<file path="src/hdl/vcms_pkg.sv">
// Package for the version-chained message store.
// Holds sizes, codes, item types and the control structs used by vcms_if, vcms_pending and the top level.
// No dependencies.
package vcms_pkg;

  localparam int KEY_SLOTS     = 8;
  localparam int QUEUE_DEPTH   = 32;   // power of two: queues wrap by masking
  localparam int PENDING_SLOTS = 4;
  localparam int PENDING_LIMIT = 3;

  localparam int SLOT_W  = $clog2(KEY_SLOTS);
  localparam int OFS_W   = $clog2(QUEUE_DEPTH);
  localparam int CNT_W   = $clog2(QUEUE_DEPTH + 1);
  localparam int NUSE_W  = $clog2(KEY_SLOTS + 1);
  localparam int PIDX_W  = $clog2(PENDING_SLOTS);
  localparam int PCNT_W  = $clog2(PENDING_SLOTS + 1);
  localparam int ADDR_W  = SLOT_W + OFS_W;
  localparam int LEN_W   = 9;

  // Configuration port
  localparam int CFG_IDX_W  = 2;
  localparam int CFG_DATA_W = 16;
  localparam logic [CFG_IDX_W-1:0] REG_KEY_LIMIT       = 2'd0;
  localparam logic [CFG_IDX_W-1:0] REG_QUEUE_LIMIT     = 2'd1;
  localparam logic [CFG_IDX_W-1:0] REG_PENDING_TIMEOUT = 2'd2;
  localparam logic [3:0]  KEY_LIMIT_RST       = 4'd5;
  localparam logic [5:0]  QUEUE_LIMIT_RST     = 6'd20;
  localparam logic [15:0] PENDING_TIMEOUT_RST = 16'd600;

  typedef enum logic [1:0] {
    ACT_APPEND = 2'd0,
    ACT_ALIGN  = 2'd1,
    ACT_REMOVE = 2'd2,
    ACT_READ   = 2'd3
  } action_e;

  localparam logic [1:0] ST_OK    = 2'd0;
  localparam logic [1:0] ST_FAIL  = 2'd1;
  localparam logic [1:0] ST_EMPTY = 2'd2;

  typedef struct packed {
    logic [1:0]         action;
    logic signed [63:0] message_key;
    logic signed [63:0] current_version;
    logic signed [63:0] previous_version;
    logic signed [63:0] payload;
    logic [31:0]        now_seconds;
    logic signed [63:0] min_version;
    logic [2:0]         slot_index;
    logic [4:0]         entry_index;
  } in_item_t;

  typedef struct packed {
    logic [1:0]         status;
    logic [8:0]         total_length;
    logic [8:0]         removed_count;
    logic signed [63:0] newest_version;
    logic signed [63:0] read_key;
    logic signed [63:0] read_current;
    logic signed [63:0] read_previous;
    logic signed [63:0] read_payload;
    logic [5:0]         read_count;
  } out_item_t;

  // One queue entry as kept in the entry memory
  typedef struct packed {
    logic [63:0] cur;
    logic [63:0] prev;
    logic [63:0] pay;
  } entry_t;

  localparam int ENTRY_W = $bits(entry_t);

  // One parked append
  typedef struct packed {
    logic [63:0] key;
    logic [63:0] cur;
    logic [63:0] prev;
    logic [63:0] pay;
    logic [31:0] stamp;
  } pend_entry_t;

  typedef struct packed {
    logic              push;
    logic              pop;
    logic              clr;
    logic [PIDX_W-1:0] pop_idx;
  } pend_ctl_t;

  typedef struct packed {
    logic [PCNT_W-1:0] count;
    logic              hit;
    logic [PIDX_W-1:0] hit_idx;
    logic              expired;
  } pend_sts_t;

endpackage

</file>
<file path="src/hdl/vcms_pending.sv">
// Pending store: parked appends in arrival order, chain search and timeout check.
// Depends on vcms_pkg.
module vcms_pending import vcms_pkg::*; (
  input  logic        clk_i,
  input  logic        rst_ni,
  input  pend_ctl_t   ctl_i,
  input  pend_entry_t push_ent_i,
  input  logic [63:0] newest_i,
  input  logic [31:0] now_i,
  input  logic [15:0] timeout_i,
  output pend_sts_t   sts_o,
  output pend_entry_t hit_ent_o
);

  pend_entry_t       ent_q [PENDING_SLOTS];
  logic [PCNT_W-1:0] cnt_q;
  logic              hit;
  logic [PIDX_W-1:0] hit_idx;
  logic              expired;

  // First parked entry that chains onto the newest version
  always_comb begin
    hit     = 1'b0;
    hit_idx = '0;
    for (int i = 0; i < PENDING_SLOTS; i++) begin
      if (!hit && (PCNT_W'(i) < cnt_q) && (ent_q[i].prev == newest_i)) begin
        hit     = 1'b1;
        hit_idx = PIDX_W'(i);
      end
    end
  end

  // A waiting time is the signed difference; a clock that went back never expires
  always_comb begin
    logic [32:0] waited;
    expired = 1'b0;
    for (int i = 0; i < PENDING_SLOTS; i++) begin
      waited = {1'b0, now_i} - {1'b0, ent_q[i].stamp};
      if ((PCNT_W'(i) < cnt_q) && !waited[32] && (waited[31:0] > {16'd0, timeout_i})) begin
        expired = 1'b1;
      end
    end
  end

  assign sts_o     = '{count: cnt_q, hit: hit, hit_idx: hit_idx, expired: expired};
  assign hit_ent_o = ent_q[hit_idx];

  // Fill count
  always_ff @(posedge clk_i or negedge rst_ni) begin
    if (!rst_ni) begin
      cnt_q <= '0;
    end else if (ctl_i.clr) begin
      cnt_q <= '0;
    end else if (ctl_i.push) begin
      cnt_q <= cnt_q + 1'b1;
    end else if (ctl_i.pop) begin
      cnt_q <= cnt_q - 1'b1;
    end
  end

  // Entries: append at the tail, close the gap on a pop
  always_ff @(posedge clk_i) begin
    if (ctl_i.push) begin
      ent_q[cnt_q[PIDX_W-1:0]] <= push_ent_i;
    end else if (ctl_i.pop) begin
      for (int i = 0; i < PENDING_SLOTS - 1; i++) begin
        if (PIDX_W'(i) >= ctl_i.pop_idx) begin
          ent_q[i] <= ent_q[i+1];
        end
      end
    end
  end

endmodule

</file>
<file path="config.mk">
export PLATFORM = sky130hd
export DESIGN_NAME = vcms_pending
export DESIGN_NICKNAME = d
export VERILOG_FILES = /design/src/hdl/vcms_pkg.sv /design/src/hdl/vcms_pending.sv
export SDC_FILE = /design/constraint.sdc
export NUM_CORES = 2
export LEC_CHECK = 0
export BUFFER_PORTS_ARGS = -buffer_cell sky130_fd_sc_hd__buf_2
export CAP_MARGIN = 20
export CELL_PAD_IN_SITES_DETAIL_PLACEMENT = 1
export CELL_PAD_IN_SITES_GLOBAL_PLACEMENT = 1
export CORE_MARGIN = 2
export CORE_UTILIZATION = 49
export DETAILED_ROUTE_END_ITERATION = 7
export PLACE_DENSITY = 0.9
export SETUP_SLACK_MARGIN = 0.1
export SLEW_MARGIN = 40
export SYNTH_ARGS = -nofsm -noshare
export SYNTH_HDL_FRONTEND = slang
export SYNTH_SLANG_ARGS = --single-unit
</file>
<file path="constraint.sdc">
create_clock -name clk_i -period 9.3 [get_ports clk_i]
set_input_delay 1.86 -clock clk_i [delete_from_list [all_inputs] [get_ports clk_i]]
set_output_delay 1.86 -clock clk_i [all_outputs]
set_load 0.05 [all_outputs]
</file>
==> results.md <==
* Outcome: complete, no violations
* Clock Tree Root: clkbuf_16
* GRT Residual Overflow at 0
* Crit Path Max Fanout at 6
* Postcts setup bufs at 0
* ANT nets after route at 0
* DPL Wire Length at 166 mm
* Clock buffer depth at 3
* Cell accounting for the most synthesized area: edfxtp_1
* Syn avg cell area at 12.1 um2
* Min Tclk post-route at approximately 9 ns
* Worst relative slew slack at 0.320
* Worst Path Required at around 7.4 ns
* Nets at approximately 6,700
* Worst Tran Pin Value at 1.01 ns
* Final Slew Violations at 0
* Peak Freq at approximately 110 MHz
* Final wirelength at between 200 and 300 mm
* CTS tree: built
* MaxCap Viol Count at 0
* CTS buffer count at ~130
* Post-Syn Nets at 6,098
* VDD IR max at approximately 0.26 mV
* Vias/cell at between 6 and 7
* Synth area leaders: edfxtp_1 52%, mux2i_1 13%, mux2_2 9.2%
* Mux cell area share after synthesis at 0.224
* Synth Area in Adders at 0.0383
* Die height at approximately 370 um
* H-tree depth at 4
* # clock sinks at about 1,200
* Crit path DAT at between 6 and 7 ns
* RSZ-0062 raised after global routing: false
* Setup crit end kind: output pin
* Setup TNS at 0 ns
* Leak at 32.7 nW
* Initial Utilization at 0.492
* Drt drc at 0
* GP Congestion at between 0.9 and 1
* EDFF count, synth at approximately 1,200
* Synthesized flop and latch total at about 1,200
* HP Class: register to register
* CP Class: input pin to output pin
* Pwr Total at approximately 14 mW
* Initial antenna violation count at around 120
* Clock transition at path regs at 0.07 ns
* Post-synthesis simple-gate area fraction at 0.0867
* Final Cycle Share at 0.947
* Layout cells sized above 1 at 0.244
* Yosys top cell area share at 0.520
* Pwr Density at about 190 nW/um2
* Port-buffer cells at around 700
* Compound-Gate Fraction of Synth Area at 0.0566
* DR vias at roughly 51,000
* # rows at 135
* Vias in the first global route at approximately 53,000
* Layout area overhead at 14.9%
* Horiz. Die Dim at about 370 um
* Clock skew at between 0.04 and 0.05 ns
* Hold Vio Cnt, Final at 0
* Core Area at roughly 140,000 um2
* Top FF cell, synth: edfxtp_1
* Ports at between 700 and 800
* Latest clock arrival within the worst-skew pair at about 0.80 ns
* Worst setup SP type: input pin
* Final-report setup violation count at 0
* Total track usage at 0.348
* First-pass GRT wire length at 359 mm
* Largest net degree at the start of global routing at approximately 140
* Xor/xnor share of the synthesized area at 0.0412
* Largest family of logic cells by synthesized area: multiplexers
* Drt wl/cell at 31.3 um
* Cts repair resizes at 0
* Seq/Total Area, Yosys at 0.522
* DRT Pass-1 Iters at 5
* Synth Instances at ~5,500
* Async set-reset flop share out of synthesis at 0.00260
* Post-CTS Hold Buffers at 0
* Drt first-iter violations at approximately 5,200
* Post-synth cell types at 81
* Die area at between 100,000 and 150,000 um2
* Mapped Area at 66,500 um2
* Synth Warn # at 0
-- metal layers --
| layer | GRT usage | up-vias | part of all wire |
|---|---|---|---|
| li1 | - | 21653 | - |
| met1 | 0.420 | 25661 | 0.37 |
| met2 | 0.571 | 2805 | 0.48 |
| met3 | 0.0880 | 858 | 0.094 |
| met4 | 0.190 | 48 | 0.062 |
| met5 | 0 | - | 0.0012 |
-- report_power, final --
| part | leakage (nW) | switching (mW) | internal (mW) | total [mW] |
|---|---|---|---|---|
| logic | 19.9 | 1.86 | 0.854 | 2.72 |
| registers | 10.8 | 0.220 | 6.18 | 6.40 |
| clock network | 2.01 | 2.39 | 2.83 | 5.23 |
-- kinds of logic after synthesis --
group | Yosys count
multiplexers | 1418
AND/OR/NAND/NOR | 1345
flip-flops | 1155
AO/OA/AOI/OAI | 581
buffers and inverters | 477
XOR/XNOR | 313
adder cells (fa/ha/maj) | 201
-- Yosys cell counts (34+ instances only) --
library cell and instances:
a21oi_1 143, inv_1 194, mux2_2 542, ha_1 197, nand4_1 73, nor3_1 34
clkbuf_1 175, buf_2 56, edfxtp_1 1152, mux2i_1 876, a21o_1 69, xnor2_1 180
nand3_1 42, nor4_1 39, nor2_1 104, xor2_1 133, o21ai_0 145, nand2_1 944
-- per-stage QoR --
step / cell area, um2 / hold slack [ns] / setup slack (ns) / std cells / utilization
after floorplan: 66500 / 0.509 / 0.240 / 5490 / -
after detailed placement: 71900 / 0.537 / 0.405 / 7754 / 0.532
after global routing: 76300 / 0.568 / 0.136 / 8069 / 0.565
after CTS: 76000 / 0.514 / 0.404 / 7989 / 0.563
final: 76400 / 0.529 / 0.491 / 8103 / 0.565
after global placement: 71600 / 0.516 / 0.282 / 7746 / 0.530
-- worst max-delay path, stage by stage --
cell       delay [ns]
buf_2            0.16
ha_1             0.30
nor2b_1          0.14
o31a_1           0.25
o21ai_0          0.36
a21oi_1          0.18
a31oi_1          0.41
o21bai_1         0.19
xnor2_1          0.18
ha_1             0.30
nand4_1          0.14
or4_1            0.50
a2111oi_1        0.66
buf_4            0.22
nand4_1          0.10
nor4_1           0.30
a21oi_1          0.10
nand4b_1         0.30
buf_2            0.29
-- state kept, by name, indices dropped and copies added, names as in the netlist --
register	flops
cnt_q	3
ent_q	1152
-- cell type report --
cell class	count	area [um2]
Clock buffer	159	3430
Inverter	198	743
Antenna cell	112	280
Tap cell	1781	2230
Clock inverter	76	747
Multi-Input combinational cell	3858	29800
Fill cell	13899	58800
Timing Repair Buffer	764	4490
Sequential cell	1155	34700
-- placed cells by master (no fill, tap or decap), drive strengths merged, types with 69 or more instances in the layout --
cell	count
nand2	944
edfxtp	1152
mux2	542
clkbuf	159
a21oi	143
mux2i	876
xor2	133
xnor2	180
nor2	104
inv	202
diode	112
buf	764
ha	197
o21ai	149
a21o	69
nand4	73
-- path summary, 6_finish.rpt --
| path | start | end | slack [ns] | cells after the start |
|---|---|---|---|---|
| max | now_i[1] | sts_o[0] | 0.49 | 19 |
| max reg2reg | cnt_q[1] | ent_q[3][76] | 6.33 | 4 |
| min reg2reg | ent_q[2][217] | ent_q[1][217] | 0.53 | 2 |
| min in group asynchronous | rst_ni | cnt_q[2] | 0.87 | 1 |
| min | ent_q[2][217] | ent_q[1][217] | 0.53 | 2 |
| max in group asynchronous | rst_ni | cnt_q[0] | 8.32 | 1 |
Power figures use the tool's default switching activity.
