<file path="src/hdl/vcms_ram.sv">
// Generic single-clock RAM: one write port, one read port, registered read data.
// No dependencies.
module vcms_ram #(
  parameter int WIDTH = 8,
  parameter int DEPTH = 16
) (
  input  logic                     clk_i,
  input  logic                     we_i,
  input  logic [$clog2(DEPTH)-1:0] waddr_i,
  input  logic [WIDTH-1:0]         wdata_i,
  input  logic                     re_i,
  input  logic [$clog2(DEPTH)-1:0] raddr_i,
  output logic [WIDTH-1:0]         rdata_o
);

  logic [WIDTH-1:0] mem_q [DEPTH];

  // Write port
  always_ff @(posedge clk_i) begin
    if (we_i) begin
      mem_q[waddr_i] <= wdata_i;
    end
  end

  // Read port, registered read data
  always_ff @(posedge clk_i) begin
    if (re_i) begin
      rdata_o <= mem_q[raddr_i];
    end
  end

endmodule

</file>
<file path="config.mk">
export PLATFORM = sky130hd
export DESIGN_NAME = vcms_ram
export DESIGN_NICKNAME = d
export VERILOG_FILES = /design/src/hdl/vcms_ram.sv
export SDC_FILE = /design/constraint.sdc
export NUM_CORES = 1
export LEC_CHECK = 0
export BUFFER_PORTS_ARGS = -buffer_cell sky130_fd_sc_hd__buf_2
export CAP_MARGIN = 40
export CORE_UTILIZATION = 50
export CTS_CLUSTER_DIAMETER = 60
export DETAILED_ROUTE_END_ITERATION = 10
export PLACE_DENSITY = 0.72
export SLEW_MARGIN = 20
export SYNTH_ARGS = -nofsm -noshare
export SYNTH_HDL_FRONTEND = slang
export SYNTH_SLANG_ARGS = --single-unit
</file>
<file path="constraint.sdc">
create_clock -name clk_i -period 1.59 [get_ports clk_i]
set_input_delay 0.159 -clock clk_i [delete_from_list [all_inputs] [get_ports clk_i]]
set_output_delay 0.159 -clock clk_i [all_outputs]
set_load 0.01 [all_outputs]
</file>
==> summary.md, run 1 <==
| Metric | Value |
|---|---|
| Status | `completed` |
| Post-synthesis compound-gate area fraction | `0.02298` |
| CP max stage cell | `mux4_2` |
| Finished Cell Area | `6335 sq um` |
| Power, Total | `between 8 and 9 mW` |
| Remaining global-route overflow | `0` |
| Top Ports | `27` |
| Clock H-tree levels | `4` |
| Leak | `2.168 nW` |
| Sequential fraction of the synthesis area | `0.7812` |
| Share of total power in the clock network | `0.484` |
| Final cycle utilization of the critical path | `0.9687` |
| RePlAce Congestion | `0.7128` |
| Overall Global Routing Usage | `0.2056` |
| Mux cell area share after synthesis | `0.1479` |
| Via/cell ratio | `around 5.8` |
| Antenna cells | `0` |
| Largest family of logic cells by synthesized area | `multiplexers` |
| Hold_ws | `between 0.02 and 0.03 ns` |
| Xor and xnor area share after synthesis | `0` |
| Clock Latency Late Sink | `approximately 0.52 ns` |
| Setup bufs post-CTS | `0` |
| Most common cell after layout, fill and taps aside | `edfxtp_1` |
| Crit path from | `mem_q[0][7]$_DFFE_PP_` |
| Highest Clock Rate | `about 650 MHz` |
| Reg2reg path depth | `3` |
| Routed WL | `10160 um` |
| P per Cell Area | `1365 nW/um^2` |
| Cts bufs inserted | `17` |
| Start point of the worst hold path | `wdata_i[5]` |
| Startpoint types | `register` |
| Synth warn | `0` |
| Syn nets | `248` |
| Placed Area | `between 5000 and 6000 sq um` |
| Area Overhead vs Synth | `21.18%` |
| Worst setup path category | `register to register` |
| Hold crit path type | `input pin to register` |
| Full die area | `about 11000 sq um` |
| CTS Sinks | `136` |
| Core box area | `9955 sq um` |
| Slowest stage delay, CP | `around 0.47 ns` |
| Avg WL per Cell | `~23 um` |
| Synthesized instance count | `~230` |
| Pin count of the biggest net entering global routing | `20` |
| Antenna violations before repair | `0` |
| Layout cells sized above 1 | `0.3191` |
| Req. time, crit path | `between 1.5 and 2 ns` |
| Initial DRC Count | `approximately 140` |
| Critical path peak fanout | `1` |
| MaxCap Viol Count | `0` |
| Reg-to-reg startpoint | `mem_q[0][7]$_DFFE_PP_` |
| Net Sw Frac | `0.1829` |
| Syn Area/Cell | `22.83 sq um` |
| CP endpoint kind | `register` |
| First-pass GRT wire length | `~15000 um` |
| Antenna viol nets, final | `0` |
| DR DRC count | `0` |
| Total negative slack | `0 ns` |
| Die X | `104.3 um` |
| Layout Skew | `approximately 0.0096 ns` |
| Sw power | `1.581 mW` |
| Nets | `310` |
| Crit path DAT | `1.79 ns` |
| Initial Utilization | `0.5251` |
| Placed cell count | `around 400` |
| RSZ-0062 raised after global routing | `false` |
| Hold Crit Depth | `1` |
| Clk buf depth | `2` |
| Sequential Power Share | `0.470` |
| Combinational power share | `0.046` |
| Reg clk slew, reported paths | `about 0.060 ns` |
| Rows | `36` |
| Pre-CTS worst setup slack | `-0.1913 ns` |
| Setup WS post-layout | `~0.05 ns` |
| Hold Violations, Final | `0` |
| Detail Placement HPWL | `between 6000 and 7000 um` |
| Via count | `2540` |
| Most frequent cells in the layout | `136 x edfxtp_1, 26 x buf_2, 22 x buf_4, 18 x mux4_2, 16 x clkbuf_16` |
| Port Buf Inserts | `26` |
| CP Cell Sequence | `mux4_2 > a22oi_1 > nand2_1` |
| VDD IR-drop max | `around 0.00052 V` |
| Post-synthesis cell area | `between 5000 and 6000 sq um` |
| Distinct cells, synth | `18` |
| Post-layout minimum cycle time | `roughly 1.5 ns` |
| CTS tree | `built` |
| Die Ht | `104.3 um` |
| Max_slew headroom | `0.7236` |
| Final Util | `0.6364` |
| Vias in the first global route | `between 2k and 3k` |
| CTS root buffer | `clkbuf_8` |
| Seq cells post-synth | `~140` |
| DR pass1 iterations | `6` |
| Simple-Gate Fraction of Synth Area | `0.03135` |
| Post-synthesis adder-cell area fraction | `0` |
| Final setup vio count | `0` |
| Slew @ Worst Pin | `0.4146 ns` |
| Slew Viols, Final | `0` |
| Non-Filler Instances | `roughly 440` |
| Int Pwr | `approximately 7 mW` |
layout make-up:
| type | count | area (sq um) |
|---|---|---|
| Multi-Input combinational cell | 83 | 1067 |
| Sequential cell | 136 | 4084 |
| Clock inverter | 10 | 198.9 |
| Fill cell | 647 | 3620 |
| Clock buffer | 22 | 432.9 |
| Tap cell | 133 | 166.4 |
| Timing Repair Buffer | 53 | 385.4 |
state kept, by name, summed over array words and instances, names as in the netlist:
| signal | count |
|---|---|
| rdata_o | 8 |
| mem_q | 128 |
synthesized netlist by cell type, drive strengths merged:
| library cell | number | area (sq um) |
|---|---|---|
| buf | 7 | 56.30 |
| a22oi | 16 | 120.1 |
| nand2 | 9 | 33.78 |
| nand3b | 2 | 15.01 |
| clkdlybuf4s25 | 3 | 30.03 |
| edfxtp | 136 | 4084 |
| and2b | 1 | 7.510 |
| nand2b | 2 | 12.51 |
| nor3 | 4 | 20.02 |
| or3b | 1 | 8.760 |
| and2 | 1 | 6.260 |
| nor2b | 1 | 6.260 |
| nor2 | 13 | 48.80 |
| mux4 | 32 | 773.2 |
| nand3 | 1 | 5.000 |
metal layers:
metal | share of wire | global-route usage | vias up
li1 | - | - | 1107
met1 | 0.40 | 0.2592 | 1323
met2 | 0.53 | 0.3343 | 102
met3 | 0.060 | 0.05952 | 8
met4 | 0.013 | 0.08980 | 0
met5 | 0 | 0 | -
path summary, 6_finish.rpt:
| check | end | slack [ns] |
|---|---|---|
| worst max register to register | rdata_o[7]$_DFFE_PP_ | 0.05 |
| worst min register to register | rdata_o[4]$_DFFE_PP_ | 0.75 |
| worst min-delay path | mem_q[12][5]$_DFFE_PP_ | 0.03 |
| worst max-delay path | rdata_o[7]$_DFFE_PP_ | 0.05 |
timing repair:
action | in CTS | in global routing
hold buffers | 1 | 0
gates resized for setup | 0 | 1
endpoints found under the setup margin | 0 | 1
hold endpoints to repair | 5 | 0
worst max-delay path: cells and delay by family, from the launching register on:
family | cells | cell delay, ns
muxes | 1 | 0.47
AOI/OAI and AO/OA | 1 | 0.27
DFF | 1 | 0.38
and+or+nand+nor | 1 | 0.15
power groups by stage:
stage	clock network [mW]	logic, mW	registers, mW
after detailed placement	0	0.397	4.14
after floorplan	0	0.204	4.14
final	4.19	0.399	4.06
after global placement	0	0.386	4.13
after CTS	4.24	0.402	4.06
after global routing	4.38	0.427	4.07
logic make-up after synthesis:
family / count (synthesis)
compound gates: 16
buf+inv: 10
flops: 136
mux: 32
simple gates: 35
No activity file was read; power rests on OpenSTA's default activity.
==> inputs of run 2 (changes only) <==
Settings changed: CORE_UTILIZATION 50 to 30, PLACE_DENSITY 0.72 to 0.48.
==> run 2 against run 1 <==
Compared with the run above:
- clock-buffer cell count down 3
- total power fell by 8.7%
- first-iteration DRC count grew 34%
- sequential power hardly changed
- non-clock buffer count shrank 3
- final area shrank 0.36%
- die area increased by 65%
- largest cell class unchanged
==> summary.md, run 2 (synthesis results as in run 1) <==
| Metric | Value |
|---|---|
| Pin count of the biggest net entering global routing | `18 (-10%)` |
| Via count | `2424 (-4.6%)` |
| Rows | `47 (+31%)` |
| Antenna cells | `0 (unchanged)` |
| CP Cell Sequence | `mux4_2 > a22oi_1 > nand2_1` |
| Via/cell ratio | `4.653 (-20%)` |
| Reg clk slew, reported paths | `0.05 ns (about the same)` |
| P per Cell Area | `1251 nW/um^2 (-8.4%)` |
| Placed Area | `5782 sq um (+1.6%)` |
| Final Util | `0.3753 (-0.2611)` |
| Top Ports | `27 (unchanged)` |
| Nets | `307 (-0.97%)` |
| Initial Utilization | `0.3108 (-0.2143)` |
| Die Ht | `134.0 um (+29%)` |
| RSZ-0062 raised after global routing | `false` |
| Most frequent cells in the layout | `136 x edfxtp_1, 26 x buf_2, 20 x buf_4, 18 x mux4_2, 17 x clkbuf_16` |
| Routed WL | `10310 um (+1.5%)` |
| Vias in the first global route | `2540 (-2.5%)` |
| Hold_buf cts | `0 (-1)` |
| DR DRC count | `0 (unchanged)` |
| Antenna viol nets, final | `0 (unchanged)` |
| Full die area | `17960 sq um (+65%)` |
| Clk buf depth | `2 (unchanged)` |
| CP max stage cell | `mux4_2` |
| Clock Latency Late Sink | `0.41 ns (-0.11 ns)` |
| CTS tree | `built` |
| Area Overhead vs Synth | `20.75%` |
| Avg WL per Cell | `19.79 um (-15%)` |
| Hold crit path type | `input pin to register` |
| Clock H-tree levels | `4 (unchanged)` |
| Worst setup path category | `register to register` |
| Die X | `134.0 um (+29%)` |
| RePlAce Congestion | `0.6810 (-4.5%)` |
| Number of flip-flops in the largest register | `128 (unchanged)` |
| Layout cells sized above 1 | `0.3256 (+0.006502)` |
| Status | `completed` |
| First-pass GRT wire length | `15790 um (+4.0%)` |
| Port Buf Inserts | `26 (unchanged)` |
| Post-layout minimum cycle time | `1.475 ns (-0.06530 ns)` |
| Slew @ Worst Pin | `0.7534 ns (+0.3389 ns)` |
| Antenna violations before repair | `0 (unchanged)` |
| Overall Global Routing Usage | `0.1269 (-0.07868)` |
| Remaining global-route overflow | `0 (unchanged)` |
| Core box area | `16820 sq um (+69%)` |
| Initial DRC Count | `181 (+34%)` |
| Detail Placement HPWL | `6869 um (+8.9%)` |
| Reg with most FFs | `mem_q` |
| Req. time, crit path | `1.74 ns (-0.10 ns)` |
| Biggest regs | `mem_q (128), rdata_o (8)` |
| CP endpoint kind | `register` |
| MaxCap Viol Count | `0 (unchanged)` |
| Final setup vio count | `0 (unchanged)` |
| Total negative slack | `0 ns (unchanged)` |
| Layout Skew | `0.003981 ns (-0.005660 ns)` |
| Cts bufs inserted | `17 (unchanged)` |
| Max_slew headroom | `0.4958 (-0.2278)` |
| Slowest stage delay, CP | `0.51 ns (+0.04 ns)` |
| Slew Viols, Final | `0 (unchanged)` |
| Leak | `2.114 nW (-2.5%)` |
| Highest Clock Rate | `678.0 MHz (+4.4%)` |
| CTS root buffer | `clkbuf_16` |
| VDD IR-drop max | `0.0006933 V (+33%)` |
| Most common cell after layout, fill and taps aside | `edfxtp_1` |
| Final cycle utilization of the critical path | `0.9276 (-0.04107)` |
| DR pass1 iterations | `4 (-2)` |
| Finished Cell Area | `6312 sq um (-0.36%)` |
| Startpoint types | `register` |
| CTS Sinks | `136 (unchanged)` |
| Crit path DAT | `1.63 ns (-0.16 ns)` |
| Hold Violations, Final | `0 (unchanged)` |
| Critical path peak fanout | `1 (unchanged)` |
run 2: cell count changes in the layout (fill, tap and decap cells not counted), moves of 2 or more:
| cell | change |
|---|---|
| clkinv_2 | +7 |
| bufinv_16 | -5 |
| buf_4 | -2 |
| clkbuf_1 | -3 |
run 2: final cells by class:
class / instances / area (sq um)
fill: 1582 / 10510
timing repair buffer: 50 / 360.3
clock buffer: 19 / 432.9
clock inverter: 13 / 87.58
multi-input combinational: 83 / 1072
tap: 220 / 275.3
sequential: 136 / 4084
run 2: final timing paths:
check / start / depth (start not counted) / end / slack (ns)
worst min-delay path: re_i / 1 / rdata_o[5]$_DFFE_PP_ / 0.14
worst max register to register: mem_q[7][7]$_DFFE_PP_ / 3 / rdata_o[7]$_DFFE_PP_ / 0.12
worst min register to register: mem_q[8][5]$_DFFE_PP_ / 3 / rdata_o[5]$_DFFE_PP_ / 0.76
worst max-delay path: mem_q[7][7]$_DFFE_PP_ / 3 / rdata_o[7]$_DFFE_PP_ / 0.12
run 2: power breakdown:
group          internal (mW)  switching (mW)  total (mW)
clock network           2.10            1.34        3.44
registers               4.04          0.0203        4.06
logic                  0.174           0.223       0.397
run 2: metrics by stage:
stage,instances,setup WS [ns],hold WS (ns),power (mW)
after floorplan,229,0.1486,0.2579,4.342
after global placement,489,-0.1902,0.5471,4.530
after detailed placement,489,-0.1926,0.5688,4.539
after CTS,521,0.06748,0.1310,7.995
after global routing,521,0.002543,0.1314,8.154
final,521,0.1151,0.1405,7.896
run 2: worst max-delay path: cells and delay by family (launching register included):
family	cells	cell delay [ns]
flip-flops	1	0.37
multiplexers	1	0.51
AND/OR/NAND/NOR	1	0.09
AO/OA/AOI/OAI	1	0.24
run 2: what timing repair did:
item	in CTS	in global routing
buffers inserted	0	0
setup endpoints to repair	0	2
resized for setup	0	2
run 2: layer usage:
metal	wire length, um	global-route usage	vias up
li1	-	-	1101
met3	490	0.03439	12
met2	5057	0.2024	68
met5	0	0	-
met4	176	0.05871	0
met1	4585	0.1612	1243
